$ cat config.mk
export PLATFORM = sky130hd
export DESIGN_NAME = lru_key_value_cache
export DESIGN_NICKNAME = d
export VERILOG_FILES = /design/src/hw/rtl/lkvc_pkg.sv /design/src/hw/rtl/lkvc_ctrl.sv /design/src/hw/rtl/lkvc_datapath.sv /design/src/hw/rtl/lru_key_value_cache.sv
export SDC_FILE = /design/constraint.sdc
export NUM_CORES = 2
export LEC_CHECK = 0
export ABC_CLOCK_PERIOD_IN_PS = 5850
export BUFFER_PORTS_ARGS = -buffer_cell sky130_fd_sc_hd__buf_2
export CAP_MARGIN = 30
export CORE_MARGIN = 5
export CORE_UTILIZATION = 46
export CTS_BUF_LIST = sky130_fd_sc_hd__clkbuf_8 sky130_fd_sc_hd__clkbuf_16
export DETAILED_ROUTE_END_ITERATION = 8
export SLEW_MARGIN = 25
export SYNTH_ARGS = -nofsm -noshare
export SYNTH_HDL_FRONTEND = slang
export SYNTH_SLANG_ARGS = --single-unit
$ cat constraint.sdc
create_clock -name aclk -period 5.85 [get_ports aclk]
set_input_delay 1.17 -clock aclk [delete_from_list [all_inputs] [get_ports aclk]]
set_output_delay 1.17 -clock aclk [all_outputs]
set_load 0.005 [all_outputs]
$ cat src/hw/rtl/lkvc_pkg.sv
`timescale 1ns / 1ps
// Shared types and constants for the LRU key-value cache.
// Used by the controller, the datapath and the top level; depends on nothing.

package lkvc_pkg;

    localparam int KEY_W      = 32;
    localparam int DATA_W     = 32;
    localparam int CAP_W      = 5;
    localparam int APB_ADDR_W = 2;
    localparam int APB_DATA_W = 32;

    localparam logic [APB_ADDR_W-1:0] REG_CAPACITY_ADDR = 2'd0;
    localparam logic [CAP_W-1:0]      CAPACITY_RESET    = 5'd16;
    localparam logic [DATA_W-1:0]     READ_MISS         = 32'hFFFF_FFFF;

    localparam logic KIND_GET = 1'b0;
    localparam logic KIND_PUT = 1'b1;

    typedef enum logic {
        ST_IDLE,
        ST_UPDATE
    } lkvc_state_t;

    // Commands from the controller to the datapath.
    typedef struct packed {
        logic capture;
        logic update;
    } lkvc_cmd_t;

endpackage

$ cat src/hw/rtl/lkvc_ctrl.sv
`timescale 1ns / 1ps
// Controller for the LRU key-value cache: sequences lookup and update, owns
// both handshakes and the result valid flag. Depends on lkvc_pkg.

module lkvc_ctrl
    import lkvc_pkg::*;
(
    input  logic      aclk,
    input  logic      aresetn,
    input  logic      s_valid,
    output logic      s_ready,
    output logic      m_valid,
    input  logic      m_ready,
    output lkvc_cmd_t cmd
);

    lkvc_state_t state_reg;
    lkvc_state_t state_next;
    logic        m_valid_reg;
    logic        m_valid_next;

    always_ff @(posedge aclk) begin
        if (!aresetn) begin
            state_reg   <= ST_IDLE;
            m_valid_reg <= 1'b0;
        end else begin
            state_reg   <= state_next;
            m_valid_reg <= m_valid_next;
        end
    end

    always_comb begin
        state_next = state_reg;
        case (state_reg)
            ST_IDLE: begin
                if (s_valid) begin
                    state_next = ST_UPDATE;
                end
            end
            ST_UPDATE: begin
                if (!m_valid_reg || m_ready) begin
                    state_next = ST_IDLE;
                end
            end
            default: begin
                state_next = ST_IDLE;
            end
        endcase
    end

    always_comb begin
        s_ready     = 1'b0;
        cmd.capture = 1'b0;
        cmd.update  = 1'b0;
        case (state_reg)
            ST_IDLE: begin
                s_ready     = 1'b1;
                cmd.capture = s_valid;
            end
            ST_UPDATE: begin
                // The result register must be free or draining this cycle.
                cmd.update = !m_valid_reg || m_ready;
            end
            default: begin
                s_ready = 1'b0;
            end
        endcase
        if (cmd.update) begin
            m_valid_next = 1'b1;
        end else if (m_ready) begin
            m_valid_next = 1'b0;
        end else begin
            m_valid_next = m_valid_reg;
        end
    end

    assign m_valid = m_valid_reg;

endmodule

$ cat src/hw/rtl/lkvc_datapath.sv
`timescale 1ns / 1ps
// Datapath for the LRU key-value cache: key compare array, value store,
// recency ranks, fill count and result register. Depends on lkvc_pkg.

module lkvc_datapath
    import lkvc_pkg::*;
#(
    parameter int MAX_ENTRIES = 16,
    parameter int IDX_W       = (MAX_ENTRIES > 1) ? $clog2(MAX_ENTRIES) : 1,
    parameter int FILL_W      = $clog2(MAX_ENTRIES + 1)
)
(
    input  logic                     aclk,
    input  logic                     aresetn,
    input  lkvc_cmd_t                cmd,
    input  logic                     s_kind,
    input  logic signed [KEY_W-1:0]  s_key,
    input  logic signed [DATA_W-1:0] s_value,
    input  logic [FILL_W-1:0]        eff_cap,
    output logic                     m_hit,
    output logic signed [DATA_W-1:0] m_read_value
);

    logic [KEY_W-1:0]  entry_key_reg   [MAX_ENTRIES];
    logic [DATA_W-1:0] entry_value_reg [MAX_ENTRIES];
    logic [IDX_W-1:0]  rank_reg        [MAX_ENTRIES];
    logic [MAX_ENTRIES-1:0] valid_reg;
    logic [FILL_W-1:0] fill_count_reg;

    logic              kind_reg;
    logic              hit_reg;
    logic              insert_reg;
    logic [IDX_W-1:0]  slot_reg;
    logic [FILL_W-1:0] thresh_reg;
    logic [KEY_W-1:0]  key_reg;
    logic [DATA_W-1:0] value_reg;
    logic              m_hit_reg;
    logic [DATA_W-1:0] m_read_value_reg;

    logic [MAX_ENTRIES-1:0] match_vec;
    logic [MAX_ENTRIES-1:0] victim_vec;
    logic [MAX_ENTRIES-1:0] free_vec;
    logic [MAX_ENTRIES-1:0] sel_vec;
    logic                   found;
    logic                   hit;
    logic                   full;
    logic [FILL_W-1:0]      fill_m1;
    logic [IDX_W-1:0]       sel_idx;
    logic [IDX_W-1:0]       sel_rank;
    logic [FILL_W-1:0]      thresh;

    // Ranks of valid entries always form 0..fill-1, so the least recent
    // entry is the one whose rank equals fill-1.
    always_comb begin
        found   = 1'b0;
        full    = fill_count_reg >= eff_cap;
        fill_m1 = fill_count_reg - FILL_W'(1);
        for (int i = 0; i < MAX_ENTRIES; i++) begin
            match_vec[i]  = valid_reg[i] && (entry_key_reg[i] == s_key);
            victim_vec[i] = valid_reg[i] && (FILL_W'(rank_reg[i]) == fill_m1);
            free_vec[i]   = !valid_reg[i] && !found;
            if (!valid_reg[i]) begin
                found = 1'b1;
            end
        end
        hit = |match_vec;
        if (hit) begin
            sel_vec = match_vec;
        end else if (full) begin
            sel_vec = victim_vec;
        end else begin
            sel_vec = free_vec;
        end
        sel_idx  = '0;
        sel_rank = '0;
        for (int i = 0; i < MAX_ENTRIES; i++) begin
            if (sel_vec[i]) begin
                sel_idx  = sel_idx | IDX_W'(i);
                sel_rank = sel_rank | rank_reg[i];
            end
        end
        // A fresh insert ages every valid entry, i.e. all ranks below fill.
        if (hit || full) begin
            thresh = FILL_W'(sel_rank);
        end else begin
            thresh = fill_count_reg;
        end
    end

    always_ff @(posedge aclk) begin
        if (cmd.capture) begin
            kind_reg   <= s_kind;
            hit_reg    <= hit;
            insert_reg <= (s_kind == KIND_PUT) && !hit && !full;
            slot_reg   <= sel_idx;
            thresh_reg <= thresh;
            key_reg    <= s_key;
            value_reg  <= s_value;
        end
    end

    always_ff @(posedge aclk) begin
        if (!aresetn) begin
            valid_reg      <= '0;
            fill_count_reg <= '0;
            for (int i = 0; i < MAX_ENTRIES; i++) begin
                rank_reg[i] <= '0;
            end
        end else if (cmd.update && (hit_reg || kind_reg == KIND_PUT)) begin
            for (int i = 0; i < MAX_ENTRIES; i++) begin
                if (valid_reg[i] && (FILL_W'(rank_reg[i]) < thresh_reg)) begin
                    rank_reg[i] <= rank_reg[i] + IDX_W'(1);
                end
            end
            rank_reg[slot_reg] <= '0;
            if (insert_reg) begin
                valid_reg[slot_reg] <= 1'b1;
                fill_count_reg      <= fill_count_reg + FILL_W'(1);
            end
        end
    end

    always_ff @(posedge aclk) begin
        if (cmd.update) begin
            if (kind_reg == KIND_PUT) begin
                entry_key_reg[slot_reg]   <= key_reg;
                entry_value_reg[slot_reg] <= value_reg;
                m_read_value_reg          <= '0;
            end else if (hit_reg) begin
                m_read_value_reg <= entry_value_reg[slot_reg];
            end else begin
                m_read_value_reg <= READ_MISS;
            end
            m_hit_reg <= hit_reg;
        end
    end

    assign m_hit        = m_hit_reg;
    assign m_read_value = m_read_value_reg;

endmodule

$ cat src/hw/rtl/lru_key_value_cache.sv
`timescale 1ns / 1ps
// LRU key-value cache top level: APB capacity register, controller, datapath.
// A word is compared and captured when accepted in the idle state, then its
// result is registered in the update state; no new word is taken before that;
// the update waits while an earlier result is still held on the output.
// Reset (aresetn low, synchronous) empties the cache and sets capacity to 16.
// Depends on lkvc_pkg, lkvc_ctrl and lkvc_datapath.

module lru_key_value_cache
    import lkvc_pkg::*;
#(
    parameter int MAX_ENTRIES = 16
)
(
    input  logic                     aclk,
    input  logic                     aresetn,
    input  logic                     psel,
    input  logic                     penable,
    input  logic                     pwrite,
    input  logic [APB_ADDR_W-1:0]    paddr,
    input  logic [APB_DATA_W-1:0]    pwdata,
    output logic [APB_DATA_W-1:0]    prdata,
    output logic                     pready,
    input  logic                     s_valid,
    output logic                     s_ready,
    input  logic                     s_kind,
    input  logic signed [KEY_W-1:0]  s_key,
    input  logic signed [DATA_W-1:0] s_value,
    output logic                     m_valid,
    input  logic                     m_ready,
    output logic                     m_hit,
    output logic signed [DATA_W-1:0] m_read_value
);

    localparam int FILL_W = $clog2(MAX_ENTRIES + 1);

    logic [CAP_W-1:0]  capacity_reg;
    logic [FILL_W-1:0] eff_cap;
    lkvc_cmd_t         cmd;

    always_ff @(posedge aclk) begin
        if (!aresetn) begin
            capacity_reg <= CAPACITY_RESET;
        end else if (psel && penable && pwrite && pready
                     && paddr == REG_CAPACITY_ADDR) begin
            capacity_reg <= pwdata[CAP_W-1:0];
        end
    end

    assign pready = 1'b1;
    assign prdata = (paddr == REG_CAPACITY_ADDR) ? APB_DATA_W'(capacity_reg) : '0;

    // Zero acts as one entry; anything above the store size acts as full size.
    always_comb begin
        if (capacity_reg == '0) begin
            eff_cap = FILL_W'(1);
        end else if (int'(capacity_reg) > MAX_ENTRIES) begin
            eff_cap = FILL_W'(MAX_ENTRIES);
        end else begin
            eff_cap = FILL_W'(capacity_reg);
        end
    end

    lkvc_ctrl u_ctrl (
        .aclk    (aclk),
        .aresetn (aresetn),
        .s_valid (s_valid),
        .s_ready (s_ready),
        .m_valid (m_valid),
        .m_ready (m_ready),
        .cmd     (cmd)
    );

    lkvc_datapath #(
        .MAX_ENTRIES (MAX_ENTRIES)
    ) u_datapath (
        .aclk         (aclk),
        .aresetn      (aresetn),
        .cmd          (cmd),
        .s_kind       (s_kind),
        .s_key        (s_key),
        .s_value      (s_value),
        .eff_cap      (eff_cap),
        .m_hit        (m_hit),
        .m_read_value (m_read_value)
    );

    a_one_word_in_flight: assert property (@(posedge aclk) disable iff (!aresetn)
        (s_valid && s_ready) |=> !s_ready)
        else $error("input accepted while a word was still in flight");

    a_miss_or_put_value: assert property (@(posedge aclk) disable iff (!aresetn)
        (m_valid && !m_hit) |-> (m_read_value == '0 || m_read_value == READ_MISS))
        else $error("miss result carries a stored value");

    a_result_latency: assert property (@(posedge aclk) disable iff (!aresetn)
        (s_valid && s_ready && !m_valid) |=> ##1 m_valid)
        else $error("result not presented two cycles after accept");

endmodule
== Word-level counts from Yosys, hierarchy flattened ==
Memory sizes are Yosys's and may differ from the RTL's.
Index checks and enable logic that the tools add are counted.
Widths: inputs -> output; s select.

* Bits in writable memories: 1088
* Memories: 3
* Logic and storage cells: 386
* Flip-flop bits (word level): 137

* Multiplexer cells: 148
* Magnitude comparators: 20
* Add/sub/neg operators: 18
* Bitwise logic cells: 33
* Reductions and logical operators: 114
* Equal/unequal tests: 32

{| class="wikitable"
|+ Memory list
! memory !! words !! bits a word !! read ports !! clocked after memory_dff !! write ports !! line !! text
|-
| u_datapath.entry_key_reg || 16 || 32 || 16 || 0 || 1 || lkvc_datapath.sv:24 || <nowiki>logic [KEY_W-1:0] entry_key_reg [MAX_ENTRIES];</nowiki>
|-
| u_datapath.entry_value_reg || 16 || 32 || 1 || 0 || 1 || lkvc_datapath.sv:25 || <nowiki>logic [DATA_W-1:0] entry_value_reg [MAX_ENTRIES];</nowiki>
|-
| u_datapath.rank_reg || 16 || 4 || 16 || 0 || 17 || lkvc_datapath.sv:26 || <nowiki>logic [IDX_W-1:0] rank_reg [MAX_ENTRIES];</nowiki>
|}

{| class="wikitable"
|+ Operators by type and width
! kind !! count
|-
| $eq 32x32->1 || 16
|-
| $mux 4 || 39
|-
| $mux 1 || 95
|-
| $eq 4x5->1 || 16
|-
| $lt 4x5->1 || 16
|-
| $logic_and 1x1->1 || 70
|-
| $add 4x1->4 const B || 16
|-
| $or 4x4->4 || 15
|-
| $logic_not 1->1 || 33
|-
| $mux 16 || 2
|-
| $mux 32 || 1
|-
| $or 1x1->1 || 16
|-
| $or 16x16->16 || 1
|-
| $reduce_or 16->1 || 1
|-
| $mux 5 || 3
|-
| $mux 3 || 4
|-
| $reduce_or 8->1 || 1
|-
| $add 5x1->5 const B || 1
|-
| $ge 5x5->1 || 1
|-
| $gt 5x5->1 const B || 1
|-
| $logic_not 5->1 || 1
|-
| $lt 4x5->1 const B || 1
|-
| $sub 5x1->5 const B || 1
|-
| $demux 1 s4 || 1
|-
| 10 further kinds || 13
|}

== Longest topological paths before layout ==
* Depth after elaboration: 51
* Gate-level depth with buffers: 15
* Mapped depth without buffers: 13

== Hierarchy ==
A second synthesis with hierarchy kept.

* Cells, all modules: 3143
* Area, all modules: 52532.9 um2

{| class="wikitable"
|+ By module, submodules not included
! module !! cells each !! area an instance (um2) !! instances
|-
| lkvc_datapath || 3066 || 51912.3 || 1
|-
| lru_key_value_cache || 67 || 510.5 || 1
|-
| lkvc_ctrl || 10 || 110.1 || 1
|}

== Least setup slack after synthesis ==
OpenSTA, ideal clock, no wires.

* Kind: input to register
* Start point: in m_ready
* End point: mem u_datapath.entry_key_reg[3][0], enable pin
* Library setup time: 0.487 ns
* Path slack: -0.357 ns
* Arrival: 5.721 ns
* Cell stages on the path: 6
* Required time: 5.363 ns
* Path buffers: 2
* Cell sequence: nand2b_1 and2_1 clkbuf_1 nand2_1 clkbuf_1 nor2_1

{| class="wikitable"
|+ RTL lines
! item !! line !! text
|-
| from (decl) || lru_key_value_cache.sv:30 || <nowiki>input logic m_ready,</nowiki>
|-
| to (decl) || lkvc_datapath.sv:24 ||
|}

== Worst setup path after layout ==
* Start point: reg u_datapath.fill_count_reg[0]
* End point: reg u_datapath.thresh_reg[2] (data pin)

* Longest elaborated chain between the ends: 37
* Elaborated cells on any way between the ends: 69
* Classes of those cells: add/sub: 1; order compare: 1; eq/ne: 16; mux: 19; bitwise: 15; reduce/logical: 17

{| class="wikitable"
|+ RTL lines
! item !! line !! text
|-
| from (decl) || lkvc_datapath.sv:28 || <nowiki>logic [FILL_W-1:0] fill_count_reg;</nowiki>
|-
| from (signal assigned) || lkvc_datapath.sv:118 || <nowiki>fill_count_reg <= fill_count_reg + FILL_W'(1);</nowiki>
|-
| $sub 5x1->5 * || lkvc_datapath.sv:57 || <nowiki>fill_m1 = fill_count_reg - FILL_W'(1);</nowiki>
|-
| net u_datapath.fill_m1[0] || lkvc_datapath.sv:47 || <nowiki>logic [FILL_W-1:0] fill_m1;</nowiki>
|-
| $eq 4x5->1 || lkvc_datapath.sv:60 || <nowiki>victim_vec[i] = valid_reg[i] && (FILL_W'(rank_reg[i]) == fill_m1);</nowiki>
|-
| $logic_and 1x1->1 || lkvc_datapath.sv:60 ||
|-
| $mux 16 * || lkvc_datapath.sv:69 || <nowiki>end else if (full) begin</nowiki>
|-
| $mux 16 * || lkvc_datapath.sv:67 || <nowiki>if (hit) begin</nowiki>
|-
| $mux 4 || lkvc_datapath.sv:77 || <nowiki>if (sel_vec[i]) begin</nowiki>
|-
| $or 4x4->4 || lkvc_datapath.sv:79 || <nowiki>sel_rank = sel_rank | rank_reg[i];</nowiki>
|-
| [23 not listed] || n/a ||
|-
| $or 4x4->4 || lkvc_datapath.sv:79 ||
|-
| $mux 4 || lkvc_datapath.sv:77 ||
|-
| $or 4x4->4 || lkvc_datapath.sv:79 ||
|-
| $mux 4 || lkvc_datapath.sv:77 ||
|-
| $or 4x4->4 || lkvc_datapath.sv:79 ||
|-
| $mux 4 * || lkvc_datapath.sv:77 ||
|-
| $mux 4 * || lkvc_datapath.sv:83 || <nowiki>if (hit || full) begin</nowiki>
|-
| net u_datapath.thresh[2] || lkvc_datapath.sv:50 || <nowiki>logic [FILL_W-1:0] thresh;</nowiki>
|-
| to (signal assigned) || lkvc_datapath.sv:96 || <nowiki>thresh_reg <= thresh;</nowiki>
|-
| to (decl) || lkvc_datapath.sv:34 || <nowiki>logic [FILL_W-1:0] thresh_reg;</nowiki>
|}

The timed path passes the listed nets; every way through them passes the cells marked *.
A chain may end at the register's enable or synchronous reset.

==> metrics <==
max_cap viols 0; CP cell instances buf_4, inv_1, ha_1, nand2b_1, a31oi_1, o21a_1, nor4_1, a31o_1, a2111oi_2, o2111ai_1, a211o_1, o32a_1; critical path class flip-flop to flip-flop; layout cell share with drive strength beyond 1 0.1681; Layout fillers 9417; EDFF count, synth 1133; Worst VDD drop 0.2816 mV; total gr overflow 0; Util after Layout 0.5265; fin crit share 0.7595; DR pass1 iterations 7; Routed Antenna Nets 0; Max Clock Freq 0.2251 GHz; Seq cells post-synth 1225; Cell variety after synth 79; routed wire length 160900 um; Die ar. 123300 um2; sequential share of the synthesized area 0.6698; commonest non-fill, non-tap cells in the layout edfxtp_1 (1133), xnor2_1 (316), xor2_1 (295); synth warn 0; slowest CP cell o21a_1; CP Launch Type flip-flop; hold buffers post-CTS 0; die width 351.2 um; Pleak 0.02045 uW; initial core utilization 0.4620; drt initial violations 3858; Final GP Congestion 0.9265; CTS H-tree lvls 4; vias in the first global route 30860; min-delay src u_datapath.key_reg[25]$_DFFE_PP_; Layout Nets 3820; Clock Latency Late Sink 760 ps; PD cells 312.1 nW/um2; input/output buffers 118; Async S/R FF share, synth 0; largest net degree at the start of global routing 121; first-pass GRT wire length 226900 um; synthesized area per cell 15.75 um2; transition time of the tightest slew-check pin 977.4 ps; slowest stage delay, CP 740 ps; final setup fails 0; Residual DRC 0; Boundary Pins 174; dpl cell area 56700 um2; crit-path max FO 21; CTS buffer count 135; Cell Count, Final, Fillers Out 5271; Mapped Area 53550 um2; total number of vias 31750; num rows 125; CTS root buffer clkbuf_16; initial antenna violation count 4; Final min period 4443 ps; Placed Cells 5027; Crit. End Element flip-flop; CP startpoint u_datapath.fill_count_reg[0]$_SDFFE_PN0P_; commonest non-fill, non-tap cell in the layout edfxtp_1; Post-Syn Instances 3399; setup repair bufs after CTS 0; cts repair resizes 0; predominant post-synthesis flop cell edfxtp_1; Worst EP arrival 4940 ps; reg-to-reg critical path startpoint u_datapath.fill_count_reg[0]$_SDFFE_PN0P_; status completed; RSZ-0062 raised after global routing no; Sink Count 1225; die height 351.2 um; Clock Skew 31.47 ps; Critical Path RT 6350 ps; Slew Limit Fails 0; via/cell ratio 6.023; CTS max path bufs 3; register area 35860 um2; Area growth syn-to-layout 13.96%; Rel. slew slack 0.3477; total track usage 0.2593; ant diodes 0; cell area after layout 61020 um2; core region area 115900 um2; Routed wire per std cell 30.52 um; Hold Crit Class flip-flop to flip-flop; CTS tree yes; Worst-path clk slew 60 ps; Post-DP HPWL 99010 um; final hold viol count 0; multi-input logic area 16750 um2
worst paths after layout:
kind	to	slack, ps	depth (start not counted)
min	u_datapath.entry_key_reg[0][25]$_DFFE_PP_	460	0
max reg2reg	u_datapath.thresh_reg[2]$_DFFE_PP_	1410	12
min reg2reg	u_datapath.entry_key_reg[0][25]$_DFFE_PP_	460	0
max	u_datapath.thresh_reg[2]$_DFFE_PP_	1410	12
power breakdown:
part	leakage (uW)	total (uW)	switching, uW	internal, uW
registers	0.0110	9800	118	9680
logic	0.00727	1140	752	388
clock network	0.00218	8110	3580	4530
total	0.0205	19000	4450	14600
cells by family after synthesis:
logic type	synth area share
compound gates	0.03141
xor+xnor	0.1052
fa+ha+maj	0.01659
buf+inv	0.02189
flops	0.6698
mux	0.07199
other cells	0.0001403
simple gates	0.08302
worst max-delay path: cells and delay by family (launching register included):
family	cells	cell delay (ps)
AO/OA/AOI/OAI	7	2690
buffers and inverters	2	540
AND/OR/NAND/NOR	2	350
adder cells (fa/ha/maj)	1	310
flip-flops	1	300
per-stage QoR:
| step | TNS, ps | worst slack [ps] | power, uW | hold WS, ps |
|---|---|---|---|---|
| floorplan | -283970 | -357.4 | 10590 | 424.4 |
| global placement | 0 | 796.3 | 11090 | 434.9 |
| detailed placement | 0 | 859.9 | 11110 | 439.9 |
| CTS | 0 | 1491 | 19160 | 453.3 |
| global route | 0 | 1309 | 19610 | 482.6 |
| finish | 0 | 1407 | 19050 | 456.9 |
Yosys cell counts (56+ instances only):
master	count	area [um2]
edfxtp_1	1133	34020
xnor2_1	316	2768
xor2_1	295	2584
mux4_2	160	3603
nand4_1	160	1001
nor2_1	154	578.1
nor4_1	116	725.7
nand2_1	94	352.8
dfxtp_1	92	1842
ha_1	71	888.4
inv_1	70	262.8
clkbuf_1	69	259.0
a21oi_1	61	305.3
buf_2	61	305.3
nand3_1	56	280.3
cell type report:
type / count / area share
repair buffers: 261 / 0.03236
well taps: 1524 / 0.03125
flip-flops and latches: 1225 / 0.5878
clock buffers: 139 / 0.05682
inverters: 70 / 0.004306
multi-input cells: 1950 / 0.2745
clock inverters: 102 / 0.01304
layer usage:
metal,vias up,GRT usage,part of all wire
li1,13540,-,-
met1,16340,0.3737,0.42
met2,1545,0.4034,0.46
met3,322,0.04603,0.087
met4,2,0.08648,0.036
met5,-,0,0.000081
No activity file was read; power rests on OpenSTA's default activity.
